==> config.mk <==
export PLATFORM = sky130hd
export DESIGN_NAME = tgs_lerp
export DESIGN_NICKNAME = d
export VERILOG_FILES = /design/src/hw/rtl/tgs_pkg.sv /design/src/hw/rtl/tgs_lerp.sv
export SDC_FILE = /design/constraint.sdc
export NUM_CORES = 2
export LEC_CHECK = 0
export ABC_AREA = 1
export BUFFER_PORTS_ARGS = -buffer_cell sky130_fd_sc_hd__buf_2
export CELL_PAD_IN_SITES_DETAIL_PLACEMENT = 0
export CELL_PAD_IN_SITES_GLOBAL_PLACEMENT = 1
export CORE_MARGIN = 2
export CORE_UTILIZATION = 50
export DETAILED_ROUTE_END_ITERATION = 6
export PLACE_DENSITY_LB_ADDON = 0.1
export SLEW_MARGIN = 15
export SYNTH_ARGS = -nofsm -noshare
export SYNTH_HDL_FRONTEND = slang
export SYNTH_SLANG_ARGS = --single-unit
==> constraint.sdc <==
create_clock -name clock -period 9.1 [get_ports clock]
set_input_delay 0.455 -clock clock [delete_from_list [all_inputs] [get_ports clock]]
set_output_delay 0.455 -clock clock [all_outputs]
set_load 0.02 [all_outputs]
==> src/hw/rtl/tgs_pkg.sv <==
// Shared types, constants and codes of the trilinear grid sampler.
package tgs_pkg;

   // Default values of the top-level parameters.
   localparam int MAX_DIM_DEF   = 32;
   localparam int FRAC_BITS_DEF = 16;

   // Grid geometry: node counts per axis are six-bit fields.
   localparam int DIM_W     = 6;
   localparam int CNT_W     = 3 * DIM_W;
   localparam int MEM_DEPTH = 32768;
   localparam int ADDR_W    = 15;
   localparam int NCORNERS  = 8;

   // Request kinds.
   typedef enum logic {
      KIND_WRITE  = 1'b0,
      KIND_SAMPLE = 1'b1
   } kind_type;

   // Response status codes.
   typedef enum logic [2:0] {
      ST_SAMPLED     = 3'd0,
      ST_OUTSIDE     = 3'd1,
      ST_BAD_CFG     = 3'd2,
      ST_WRITE_DONE  = 3'd3,
      ST_WRITE_RANGE = 3'd4
   } status_type;

   // Register indexes of the configuration port.
   typedef enum logic [2:0] {
      REG_ORIGIN_X  = 3'd0,
      REG_ORIGIN_Y  = 3'd1,
      REG_ORIGIN_Z  = 3'd2,
      REG_INV_X     = 3'd3,
      REG_INV_Y     = 3'd4,
      REG_INV_Z     = 3'd5,
      REG_GRID_DIMS = 3'd6
   } csr_index_type;

   // Request payload.
   typedef struct packed {
      kind_type            kind;
      logic [ADDR_W-1:0]   node_index;
      logic signed [31:0]  write_value;
      logic signed [31:0]  point_x;
      logic signed [31:0]  point_y;
      logic signed [31:0]  point_z;
   } req_payload_type;

   // Response payload.
   typedef struct packed {
      logic signed [31:0]  sample_value;
      status_type          status;
   } rsp_payload_type;

   // Per-axis mapping result.
   typedef struct packed {
      logic              outside;
      logic [DIM_W-1:0]  cell_idx;
   } axis_res_type;

   // Control word carried down the pipeline with each request.
   typedef struct packed {
      kind_type    kind;
      status_type  status;
   } ctl_type;

endpackage

==> src/hw/rtl/tgs_lerp.sv <==
// Two-stage linear interpolation with round-to-nearest, ties toward plus infinity.
module tgs_lerp import tgs_pkg::*; #(
   parameter int FRAC_BITS = FRAC_BITS_DEF
) (
   input  logic                  clock,
   input  logic                  en,
   input  logic signed [31:0]    a,
   input  logic signed [31:0]    b,
   input  logic [FRAC_BITS:0]    f,
   output logic signed [31:0]    y
);

   localparam int PW = 35 + FRAC_BITS;
   localparam logic signed [PW-1:0] HALF = PW'(1) << (FRAC_BITS - 1);

   logic signed [32:0]         diff;
   logic signed [FRAC_BITS+1:0] fs;
   logic signed [PW-1:0]       prod_in, prod_ff;
   logic signed [31:0]         a_ff;
   logic signed [PW-1:0]       shifted;
   logic signed [33:0]         sum;
   logic signed [31:0]         y_ff;

   // Stage one: weighted difference.
   always_comb begin
      diff    = 33'(b) - 33'(a);
      fs      = $signed({1'b0, f});
      prod_in = diff * fs;
   end

   // Stage two: round, scale down and add the base value.
   always_comb begin
      shifted = (prod_ff + HALF) >>> FRAC_BITS;
      sum     = 34'(a_ff) + shifted[33:0];
   end

   always_ff @(posedge clock) begin
      if (en) begin
         prod_ff <= prod_in;
         a_ff    <= a;
         y_ff    <= sum[31:0];
      end
   end

   assign y = y_ff;

endmodule

Word-level counts from Yosys, hierarchy flattened
Index checks and enable logic that the tools add are counted.
W data, S select, Z words.

cells by class
  $add $sub $neg = 3
  $mul = 1

operators with widths
  kind                      number
  $add A48 B17 Y48 const B  1
  $mul A33 B18 Y48          1
  $sub A32 B32 Y33          1
  $add A32 B32 Y32          1

word-level totals
  register bits = 112
  logic and storage cells = 7
  input bits = 83
  output and inout bits = 32

Logic depth before layout (Yosys ltp)
  depth after elaboration = 2
  depth in mapped cells = 43
  depth with buffers taken out = 43

Worst setup path after synthesis
No wires, ideal clock.

  path type = input to register
  start point = input b[0]
  end point = register prod_ff[43] (data pin)
  required time = 8841 ps
  stages on the path = 33
  setup slack = 2136 ps
  arrival time = 6705 ps
  cell sequence = inv_1 ha_1 inv_1 fa_1 nand2_1 nand2_1 nand3_1 nand2_2 nand2_1 nand2_2 nand2_1 nand3_1 nand2_4 inv_2 nor2_1 inv_1 fa_1 fa_1 inv_1 fa_1 fa_1 fa_1 inv_1 fa_1 inv_1 ha_1 nand2_1 nor2_1 inv_1 nor4_1 nand4_1 nand3_1 xor2_1

between the ends
  word-level cells in the longest chain between the ends = 2

ends and longest elaborated chain
  item                    RTL line        text
  start: declaration      tgs_lerp.sv:8   input logic signed [31:0] b,
  $sub A32 B32 Y33        tgs_lerp.sv:26  diff = 33'(b) - 33'(a);
  $mul A33 B18 Y48        tgs_lerp.sv:28  prod_in = diff * fs;
  via prod_in[43]         tgs_lerp.sv:18  logic signed [PW-1:0] prod_in, prod_ff;
  end signal: assignment  tgs_lerp.sv:39  prod_ff <= prod_in;
  end: declaration        tgs_lerp.sv:18

The timed path passes the listed nets, and every way through them passes these cells.
A chain may end at the register's enable or synchronous reset.

Worst setup path in the final report
  start point = input b[0]
  end point = register prod_ff[28] (data pin)

The elaborated chain is that of the path after synthesis.

==> impl_metrics.toml <==
[grt]
grt_max_degree = 60
grt_pass1_wl_um = 134000
grt.total_usage_pct = 31.6
first_global_vias = 23300
antenna_found_initial = 1
grt-ovfl-total = 0

[sta]
final_hold_viol_count = 0
layout_min_cycle_time_ns = 8.58
fin_skew_ns = 0.0146
fin_crit_sh_pct = 94.2
drv_slew = 0
maxSlewHeadroom_pct = 22.9
tns_ns = 0
rsz0062_at_grt = "false"
worst_pin_slew_ns = 1.15
fmax_ghz = 0.117
setup_violations = 0

[synthesis]
ys_seq_elements = 97
yosysUniqueCellTypes = 57
synth_xor_xnor_area_share_pct = 3.92
synth_top_cell_by_area = "fa_1"
synth_fa_ha_area_share_pct = 46.8
netlist_area_um2 = 26700
ys_warn_count = 0
synth_area_leaders = "fa_1 (39%), inv_1 (12%), edfxtp_1 (11%)"
synth_top_area_share_pct = 38.6
yosysSeqAreaShare_pct = 10.9
syn_avg_cell_area_um2 = 8.03
synth_top_family_by_area = "adder cells"
synth_nets = 4103
synth-compound-area-share_pct = 5.77
muxShareOfSynthArea_pct = 0
ys.flop_type = "edfxtp_1"
syn_inst = 3330
synth-edff-count = 97
synthArstFlopShare_pct = 0
yosys.area_share.simple_pct = 18.8

[floorplanning]
core_area_um2 = 52800
pin_count = 115
fp.dieArea_um2 = 55300
row_count = 84
fp.dieH_um = 235
die_width_um = 235
start_util_pct = 50.7

[critical_path]
reg2reg_depth = 21
r2r_start = "prod_ff[15]$_DFFE_PP_"
critical_path_class = "input pin to flop"
path_max_fanout = 12
r2r_end = "y[29]$_DFFE_PP_"
slowest_delay_ns = 0.69
crit_top_cell = "inv_1"
cp-end-kind = "flop"
slowest_stage = "xor2_2"
worstPathArrival_ns = 8.71
worstSetupStartpointType = "input pin"
reg2reg_slack_ns = 5.24
critPathRequiredTime_ns = 9.23

[drt]
via_per_inst = 5.33
drc = 0
ant_nets = 0
wl_um = 84900
first_iter_violations = 1758
wl_per_cell_um = 20.7
first_pass_iters = 6
dr_total_vias = 21900

[placement]
dp_hpwl_um = 73600
place_congestion = 0.992
portBuffers = 114

[min_path]
hp-start = "a[12]"
min_to = "a_ff[12]$_DFFE_PP_"
whs_path_depth = 1
hp-class = "input pin to flop"

[clocking]
cts_resized = 0
ctsHoldBuffers = 0
cts_buffers = 9
clk_path_buf_depth = 2
cts_setup_buffers = 0
cts.sinks = 97
cts_tree = "yes"
clock_latency_ns = 0.36
root_buffer = "clkbuf_16"
path_clk_slew_ns = 0.07
cts-htree-levels = 3

[layout]
syn2layout_area_growth_pct = 6.11
num-nets-final = 4185
num_antenna_cells = 0
fillers = 5251
drive_gt1_share_pct = 8.05

[flow_run]
cap_violations = 0

[run_status]
status = "finished clean"
## metrics by stage
step	util, %	hold slack (ns)	instances	setup slack (ns)	instance area, um^2
final	53.8	0.286	4105	0.524	28400
after global routing	53.8	0.268	4105	0.281	28400
after CTS	53.8	0.273	4105	0.752	28400
after detailed placement	53.2	0.540	4089	0.405	28100
after global placement	53.2	0.566	4089	0.293	28100
after floorplan	-	0.526	3330	2.14	26700
## worst max-delay path by stage
stage          start                     to  cells past startpoint
3_5_place_dp    b[0]  prod_ff[28]$_DFFE_PP_                     33
2_1_floorplan   b[0]  prod_ff[43]$_DFFE_PP_                     33
4_1_cts         b[0]  prod_ff[28]$_DFFE_PP_                     33
6_report        b[0]  prod_ff[28]$_DFFE_PP_                     33
3_3_place_gp    b[0]  prod_ff[28]$_DFFE_PP_                     33
5_1_grt         b[0]  prod_ff[28]$_DFFE_PP_                     33
## layout make-up
class | count | area, um^2 | share of cell area [%]
sequential | 97 | 2910 | 10.3
multi-input combinational | 2264 | 20100 | 70.9
tap | 688 | 861 | 3.03
clock buffer | 10 | 229 | 0.807
clock inverter | 6 | 58.8 | 0.207
inverter | 888 | 3330 | 11.7
timing repair buffer | 152 | 858 | 3.03
## synthesized netlist by cell type (18+ instances only)
master    instances
ha_1            174
or2_2            28
nor2_1          404
xor2_1           64
xnor2_1          34
fa_1            516
a21oi_1         114
edfxtp_1         97
nor3_1           19
nand3_1          86
clkbuf_1         56
nor2_2           18
nand4_1          18
inv_1           873
o21ai_0          54
nand2_1         589
## logic make-up (layout without fill, tap and decap cells)
logic type / count (synthesis) / count (layout)
compound gates: 256 / 256
flops: 97 / 97
simple gates: 1209 / 1209
buf+inv: 969 / 1056
fa+ha+maj: 690 / 690
xor+xnor: 109 / 109
## flip-flops by register name, indices dropped and copies added, names as in the netlist
| register | flops |
|---|---|
| prod_ff | 33 |
| a_ff | 32 |
| y | 32 |
## cell usage in the layout (no fill, tap or decap), types with 28 or more instances in the layout
cell,count
edfxtp_1,97
nand3_1,86
or2_2,28
nor2_1,404
buf_4,39
buf_2,113
o21ai_0,54
fa_1,516
inv_1,873
ha_1,174
a21oi_1,114
xor2_1,64
nand2_1,589
xnor2_1,34
## routing by layer
layer	share of wire, %	track usage [%]
met1	43	44.5
met5	0	0
met4	2.9	8.59
met2	47	52.3
met3	7.0	3.46
## critical path: cells and delay by family
kind / cells / cell delay, ns
AO/OA/AOI/OAI: 5 / 1.04
XOR/XNOR: 2 / 1.07
adder cells (fa/ha/maj): 9 / 4.04
buffers and inverters: 9 / 0.67
AND/OR/NAND/NOR: 8 / 1.43
Power is not shown: default switching activity piles up to over one toggle a cycle in this logic, so the estimate is an artifact.
