### src/hw/rtl/tgs_pkg.sv
// Shared types, constants and codes of the trilinear grid sampler.
package tgs_pkg;

   // Default values of the top-level parameters.
   localparam int MAX_DIM_DEF   = 32;
   localparam int FRAC_BITS_DEF = 16;

   // Grid geometry: node counts per axis are six-bit fields.
   localparam int DIM_W     = 6;
   localparam int CNT_W     = 3 * DIM_W;
   localparam int MEM_DEPTH = 32768;
   localparam int ADDR_W    = 15;
   localparam int NCORNERS  = 8;

   // Request kinds.
   typedef enum logic {
      KIND_WRITE  = 1'b0,
      KIND_SAMPLE = 1'b1
   } kind_type;

   // Response status codes.
   typedef enum logic [2:0] {
      ST_SAMPLED     = 3'd0,
      ST_OUTSIDE     = 3'd1,
      ST_BAD_CFG     = 3'd2,
      ST_WRITE_DONE  = 3'd3,
      ST_WRITE_RANGE = 3'd4
   } status_type;

   // Register indexes of the configuration port.
   typedef enum logic [2:0] {
      REG_ORIGIN_X  = 3'd0,
      REG_ORIGIN_Y  = 3'd1,
      REG_ORIGIN_Z  = 3'd2,
      REG_INV_X     = 3'd3,
      REG_INV_Y     = 3'd4,
      REG_INV_Z     = 3'd5,
      REG_GRID_DIMS = 3'd6
   } csr_index_type;

   // Request payload.
   typedef struct packed {
      kind_type            kind;
      logic [ADDR_W-1:0]   node_index;
      logic signed [31:0]  write_value;
      logic signed [31:0]  point_x;
      logic signed [31:0]  point_y;
      logic signed [31:0]  point_z;
   } req_payload_type;

   // Response payload.
   typedef struct packed {
      logic signed [31:0]  sample_value;
      status_type          status;
   } rsp_payload_type;

   // Per-axis mapping result.
   typedef struct packed {
      logic              outside;
      logic [DIM_W-1:0]  cell_idx;
   } axis_res_type;

   // Control word carried down the pipeline with each request.
   typedef struct packed {
      kind_type    kind;
      status_type  status;
   } ctl_type;

endpackage

### src/hw/rtl/tgs_axis.sv
// Three-stage mapping of one coordinate axis to a grid cell and a fraction.
module tgs_axis import tgs_pkg::*; #(
   parameter int FRAC_BITS = FRAC_BITS_DEF
) (
   input  logic                     clock,
   input  logic                     en,
   input  logic signed [31:0]       point,
   input  logic signed [31:0]       origin,
   input  logic [31:0]              inv_spacing,
   input  logic [DIM_W-1:0]         dim,
   output axis_res_type             res,
   output logic [FRAC_BITS:0]       frac
);

   localparam int FW = FRAC_BITS + 1;
   localparam int IW = 64 - 2 * FRAC_BITS;

   logic signed [32:0]  diff_in, diff_ff;
   logic                neg_ff;
   logic [63:0]         mag_in, mag_ff;
   logic [IW-1:0]       hi;
   logic [IW-1:0]       dim_m1;
   logic [IW-1:0]       dim_m2;
   logic                lo_zero;
   logic                clamp;
   axis_res_type        res_in, res_ff;
   logic [FW-1:0]       frac_in, frac_ff;

   // Stage one: offset from the origin.
   assign diff_in = 33'(point) - 33'(origin);

   // Stage two: scale to node space; a negative offset is outside.
   assign mag_in = 64'(diff_ff[31:0]) * 64'(inv_spacing);

   // Stage three: range check, cell index with clamp, and fraction.
   always_comb begin
      hi      = mag_ff[63:2*FRAC_BITS];
      lo_zero = (mag_ff[2*FRAC_BITS-1:0] == '0);
      dim_m1  = IW'(dim) - IW'(1);
      dim_m2  = IW'(dim) - IW'(2);
      clamp   = (hi > dim_m2);
      res_in.outside = neg_ff || (hi > dim_m1) || ((hi == dim_m1) && !lo_zero);
      if (clamp) begin
         res_in.cell_idx = DIM_W'(dim_m2);
         frac_in         = FW'(1) << FRAC_BITS;
      end else begin
         res_in.cell_idx = DIM_W'(hi);
         frac_in         = {1'b0, mag_ff[2*FRAC_BITS-1:FRAC_BITS]};
      end
   end

   always_ff @(posedge clock) begin
      if (en) begin
         diff_ff <= diff_in;
         neg_ff  <= diff_ff[32];
         mag_ff  <= mag_in;
         res_ff  <= res_in;
         frac_ff <= frac_in;
      end
   end

   assign res  = res_ff;
   assign frac = frac_ff;

endmodule

### config.mk
export PLATFORM = sky130hd
export DESIGN_NAME = tgs_axis
export DESIGN_NICKNAME = d
export VERILOG_FILES = /design/src/hw/rtl/tgs_pkg.sv /design/src/hw/rtl/tgs_axis.sv
export SDC_FILE = /design/constraint.sdc
export NUM_CORES = 2
export LEC_CHECK = 0
export ABC_AREA = 1
export BUFFER_PORTS_ARGS = -buffer_cell sky130_fd_sc_hd__buf_2
export CELL_PAD_IN_SITES_DETAIL_PLACEMENT = 0
export CELL_PAD_IN_SITES_GLOBAL_PLACEMENT = 1
export CORE_MARGIN = 10
export CORE_UTILIZATION = 53
export DETAILED_ROUTE_END_ITERATION = 8
export PLACE_DENSITY_LB_ADDON = 0.15
export SLEW_MARGIN = 20
export SYNTH_ARGS = -nofsm -noshare
export SYNTH_HDL_FRONTEND = slang
export SYNTH_SLANG_ARGS = --single-unit
### constraint.sdc
create_clock -name clock -period 14 [get_ports clock]
set_input_delay 2.1 -clock clock [delete_from_list [all_inputs] [get_ports clock]]
set_output_delay 2.1 -clock clock [all_outputs]
set_load 0.005 [all_outputs]
# Yosys cells after proc, flatten, opt, wreduce, memory -nomap -nowiden
# Index checks and enable logic that the tools add are counted.
# W data, S select, Z words.
# op_classes
n_addsub	3
mul	1
magnitude_cmp	2
eq_ne	1
n_mux	2
reduce_logical	5
# op_table
op	n
$gt A32 B32 Y1	2
$mul A32 B32 Y64	1
$sub A32 B32 Y33	1
$eq A32 B32 Y1	1
$logic_not A32 Y1	1
$mux W17	1
$sub A6 B1 Y7 const B	1
$sub A6 B2 Y7 const B	1
$mux W6	1
$logic_or A1 B1 Y1	2
$logic_and A1 B1 Y1	1
$logic_not A1 Y1	1
# totals
reg_bits	122
input_bits	104
out_inout_bits	24
elab_cells	21

# Longest topological paths before layout
# logic_depth
word_depth	4
depth_mapped	30
mapped_depth_nobuf	29

# Worst setup path before layout
# No wires, ideal clock.
# synth_path
path_type	input -> register
from	in inv_spacing[11]
to	reg mag_ff[60], data pin
setup_ns	0.252
arrival_time_ns	7.749
required_ns	13.748
slack_ns	5.998
stages	25
path_buffers	1
path_cell_list	clkbuf_1 nand2_1 fa_1 inv_1 fa_1 inv_1 fa_1 inv_1 fa_1 inv_1 fa_1 fa_1 fa_1 fa_1 inv_1 ha_1 nand2_1 nor2_1 inv_1 nor3_1 nand2_1 nand2_1 nand2_1 nand3_1 nand2_1
# synth_via
elab_chain_len	1
# synth_lines
item	line	source
start, declared	tgs_axis.sv:9	input logic [31:0] inv_spacing,
$mul A32 B32 Y64	tgs_axis.sv:33	assign mag_in = 64'(diff_ff[31:0]) * 64'(inv_spacing);
named net mag_in[60]	tgs_axis.sv:20	logic [63:0] mag_in, mag_ff;
end signal, assigned	tgs_axis.sv:56	mag_ff <= mag_in;
end, declared	tgs_axis.sv:20	
# The timed path passes the listed nets, and every way through them passes these cells.
# A chain may end at the register's enable or synchronous reset.

# Worst setup path in the final report
# layout_path
from	in inv_spacing[20]
to	reg mag_ff[62], data pin
# The elaborated chain is that of the path after synthesis.

==> qor.yml <==
critical_path:
  cp_max_fo: 32
  required_ns: 14.24
  crit_path_start_kind: "input port"
  crit_type: "in -> reg"
  endpoint_kind: "flop"
  reg2reg_setup_slack_ns: 6.33
  crit_arrival_ns: 8.98
synth:
  ys_seq_area_frac: 0.0838
  synth-edff-count: 122
  synth-seq-cells: 122
  yosysWarnings: 0
  synth-async-reset-ratio: 0
  synth_nets: 7140
  syn_inst: 5777
  syn_area_um2: 43700
  synth_ff_type: "edfxtp_1"
  synth.avg_cell_area_um2: 7.56
  ys_types: 34
  synth.top_cell.area_share: 0.411
  synth_top_cell_by_area: "fa_1"
  synth.area.top_cells: "fa_1, inv_1, nand2_1, ha_1, edfxtp_1"
routing:
  firstDrtPassIters: 5
  post-route-drc-count: 0
  detail-route-antenna-nets: 0
  totalWireLength_mm: 122
  detail_route.wl_per_cell_um: 17.8
  dr_total_vias: 34300
  drtIter0Drc: 2022
  avgViaCountPerCell: 5.00
clocking:
  cts_buffer_depth: 2
  postCtsSetupBuffers: 0
  cts-root-buf: "clkbuf_16"
  cts.clk_slew.worst_paths_ns: 0.08
  ctsHoldBuffers: 0
  htreeDepth: 4
  numCtsBuffers: 17
  cts_resized: 0
  cts_tree: "built"
  clock-sinks: 122
  clock_latency_ns: 0.48
timing:
  drv_slew: 0
  slew_headroom: 0.245
  clock.fmax_ghz: 0.114
  setup_violations: 0
  finClkSkew_ns: 0.0255
  fin_crit_ns: 8.74
  fin_setup_tns_ns: 0
  period_share: 0.624
  whs_ns: 0.430
  worstMarginPinSlew_ns: 1.13
  rsz0062_at_grt: "false"
  hold_viol: 0
job:
  max-cap-violations: 0
global_route:
  grt.overflow.total: 0
  grt-busiest-layer: "met2"
  antenna_found_initial: 3
  gr-usage-met2: 0.484
  grt_util_all_layers: 0.268
  grt_pass1_vias: 36600
  grt_util_met1: 0.330
  grt_pass1_wl_mm: 198
  grt_max_degree: 81
  grt_use_met3: 0.0271
min_path:
  hp-class: "reg -> reg"
floorplan:
  dieHeight_um: 307
  die_w_um: 307
  dieArea_um2: 94300
  rows: 105
  io_pins: 128
  core_um2: 81800
  initial_core_util: 0.534
place:
  port_buffers: 127
  hpwlAfterDp_mm: 99.4
  gp_congestion: 0.935
cells_and_area:
  nets: 7127
  drive_gt1_frac: 0.0379
  fillCellCount: 8012
  syn_to_final_growth_pct: 4.75
  post-route-util: 0.559
status:
  status: "finished clean"
-- critical path, cell delays in order --
cell and delay [ns]:
buf_2 0.81, nand2_1 0.18, fa_1 0.49, fa_1 0.52, inv_1 0.06, fa_1 0.51
fa_1 0.58, fa_1 0.43, fa_1 0.40, fa_1 0.55, fa_1 0.42, ha_1 0.49
nand2_1 0.19, nor2_1 0.17, inv_1 0.11, nor2_1 0.32, a21oi_1 0.12, nand2_1 0.20
nand2_1 0.14, nand3_1 0.09, nand2_1 0.05
-- Yosys cell counts (2+ instances only) --
cell type,count
nor2_4,9
nand2_1,1765
ha_1,362
nor3_1,17
nor3_2,4
clkbuf_1,192
nor2_2,5
inv_1,1844
nand4_1,27
nor2_1,167
a21oi_1,123
xnor2_1,6
a21o_1,3
nor4_1,7
o21bai_1,12
nand2_4,2
nand3_1,96
edfxtp_1,122
o21a_1,11
xor2_1,55
nand3b_1,5
fa_1,897
o21ai_0,34
o211ai_1,2
-- layout by cell type, fill, tap and decap left out, drive strengths merged --
cell type  count
a21o           3
xor2          55
clkbuf        17
o21bai        12
buf          161
o21ai         35
ha           362
o211ai         2
nor3b          1
nand4         28
edfxtp       122
nand3b         5
clkinv         3
clkinvlp       3
nand3         96
o21a          11
xnor2          6
nor2         181
inv         1854
and2b          1
or2            2
fa           897
diode          3
nor3          22
nand2       1768
a21oi        123
nor4           7
-- sequential cells by signal (all words and copies together), names as in the netlist --
name / cells
frac: 17
neg_ff: 1
diff_ff: 33
mag_ff: 64
res: 7
-- through the flow --
stage,area (um2),setup slack (ns),std cells
final,45800,5.26,6850
after global routing,45800,4.94,6849
after CTS,45800,5.33,6847
after detailed placement,45200,4.82,6815
after global placement,45200,4.84,6815
after floorplan,43700,6.00,5777
-- final cells by class --
type | count | area [um2] | area share
multi-input combinational | 3617 | 32400 | 0.707
inverter | 1845 | 6930 | 0.151
sequential | 122 | 3660 | 0.0800
tap | 1070 | 1340 | 0.0293
timing repair buffer | 161 | 893 | 0.0195
clock buffer | 17 | 425 | 0.00929
clock inverter | 15 | 153 | 0.00334
antenna | 3 | 7.51 | 0.000164
-- routing by layer --
| layer | vias up | routed length (um) |
|---|---|---|
| met5 | - | 8 |
| met4 | 2 | 4080 |
| met3 | 200 | 5610 |
| met2 | 909 | 62800 |
| met1 | 17000 | 49300 |
| li1 | 16200 | - |
-- kinds of logic (layout without fill, tap and decap cells) --
| logic type | count (synthesis) | in the layout | synth area share |
|---|---|---|---|
| compound gates | 186 | 186 | 0.0229 |
| xor+xnor | 61 | 61 | 0.0122 |
| fa+ha+maj | 1259 | 1259 | 0.515 |
| buf+inv | 2038 | 2038 | 0.176 |
| flops | 122 | 122 | 0.0838 |
| other cells | 0 | 3 | 0 |
| simple gates | 2111 | 2111 | 0.191 |
-- path summary, 6_finish.rpt --
check | to | depth (start not counted) | startpoint
max | mag_ff[62] | 21 | inv_spacing[20]
min | neg_ff | 0 | diff_ff[32]
max reg2reg | mag_ff[49] | 21 | diff_ff[25]
min reg2reg | neg_ff | 0 | diff_ff[32]
Power is not shown: default switching activity piles up to over one toggle a cycle in this logic, so the estimate is an artifact.
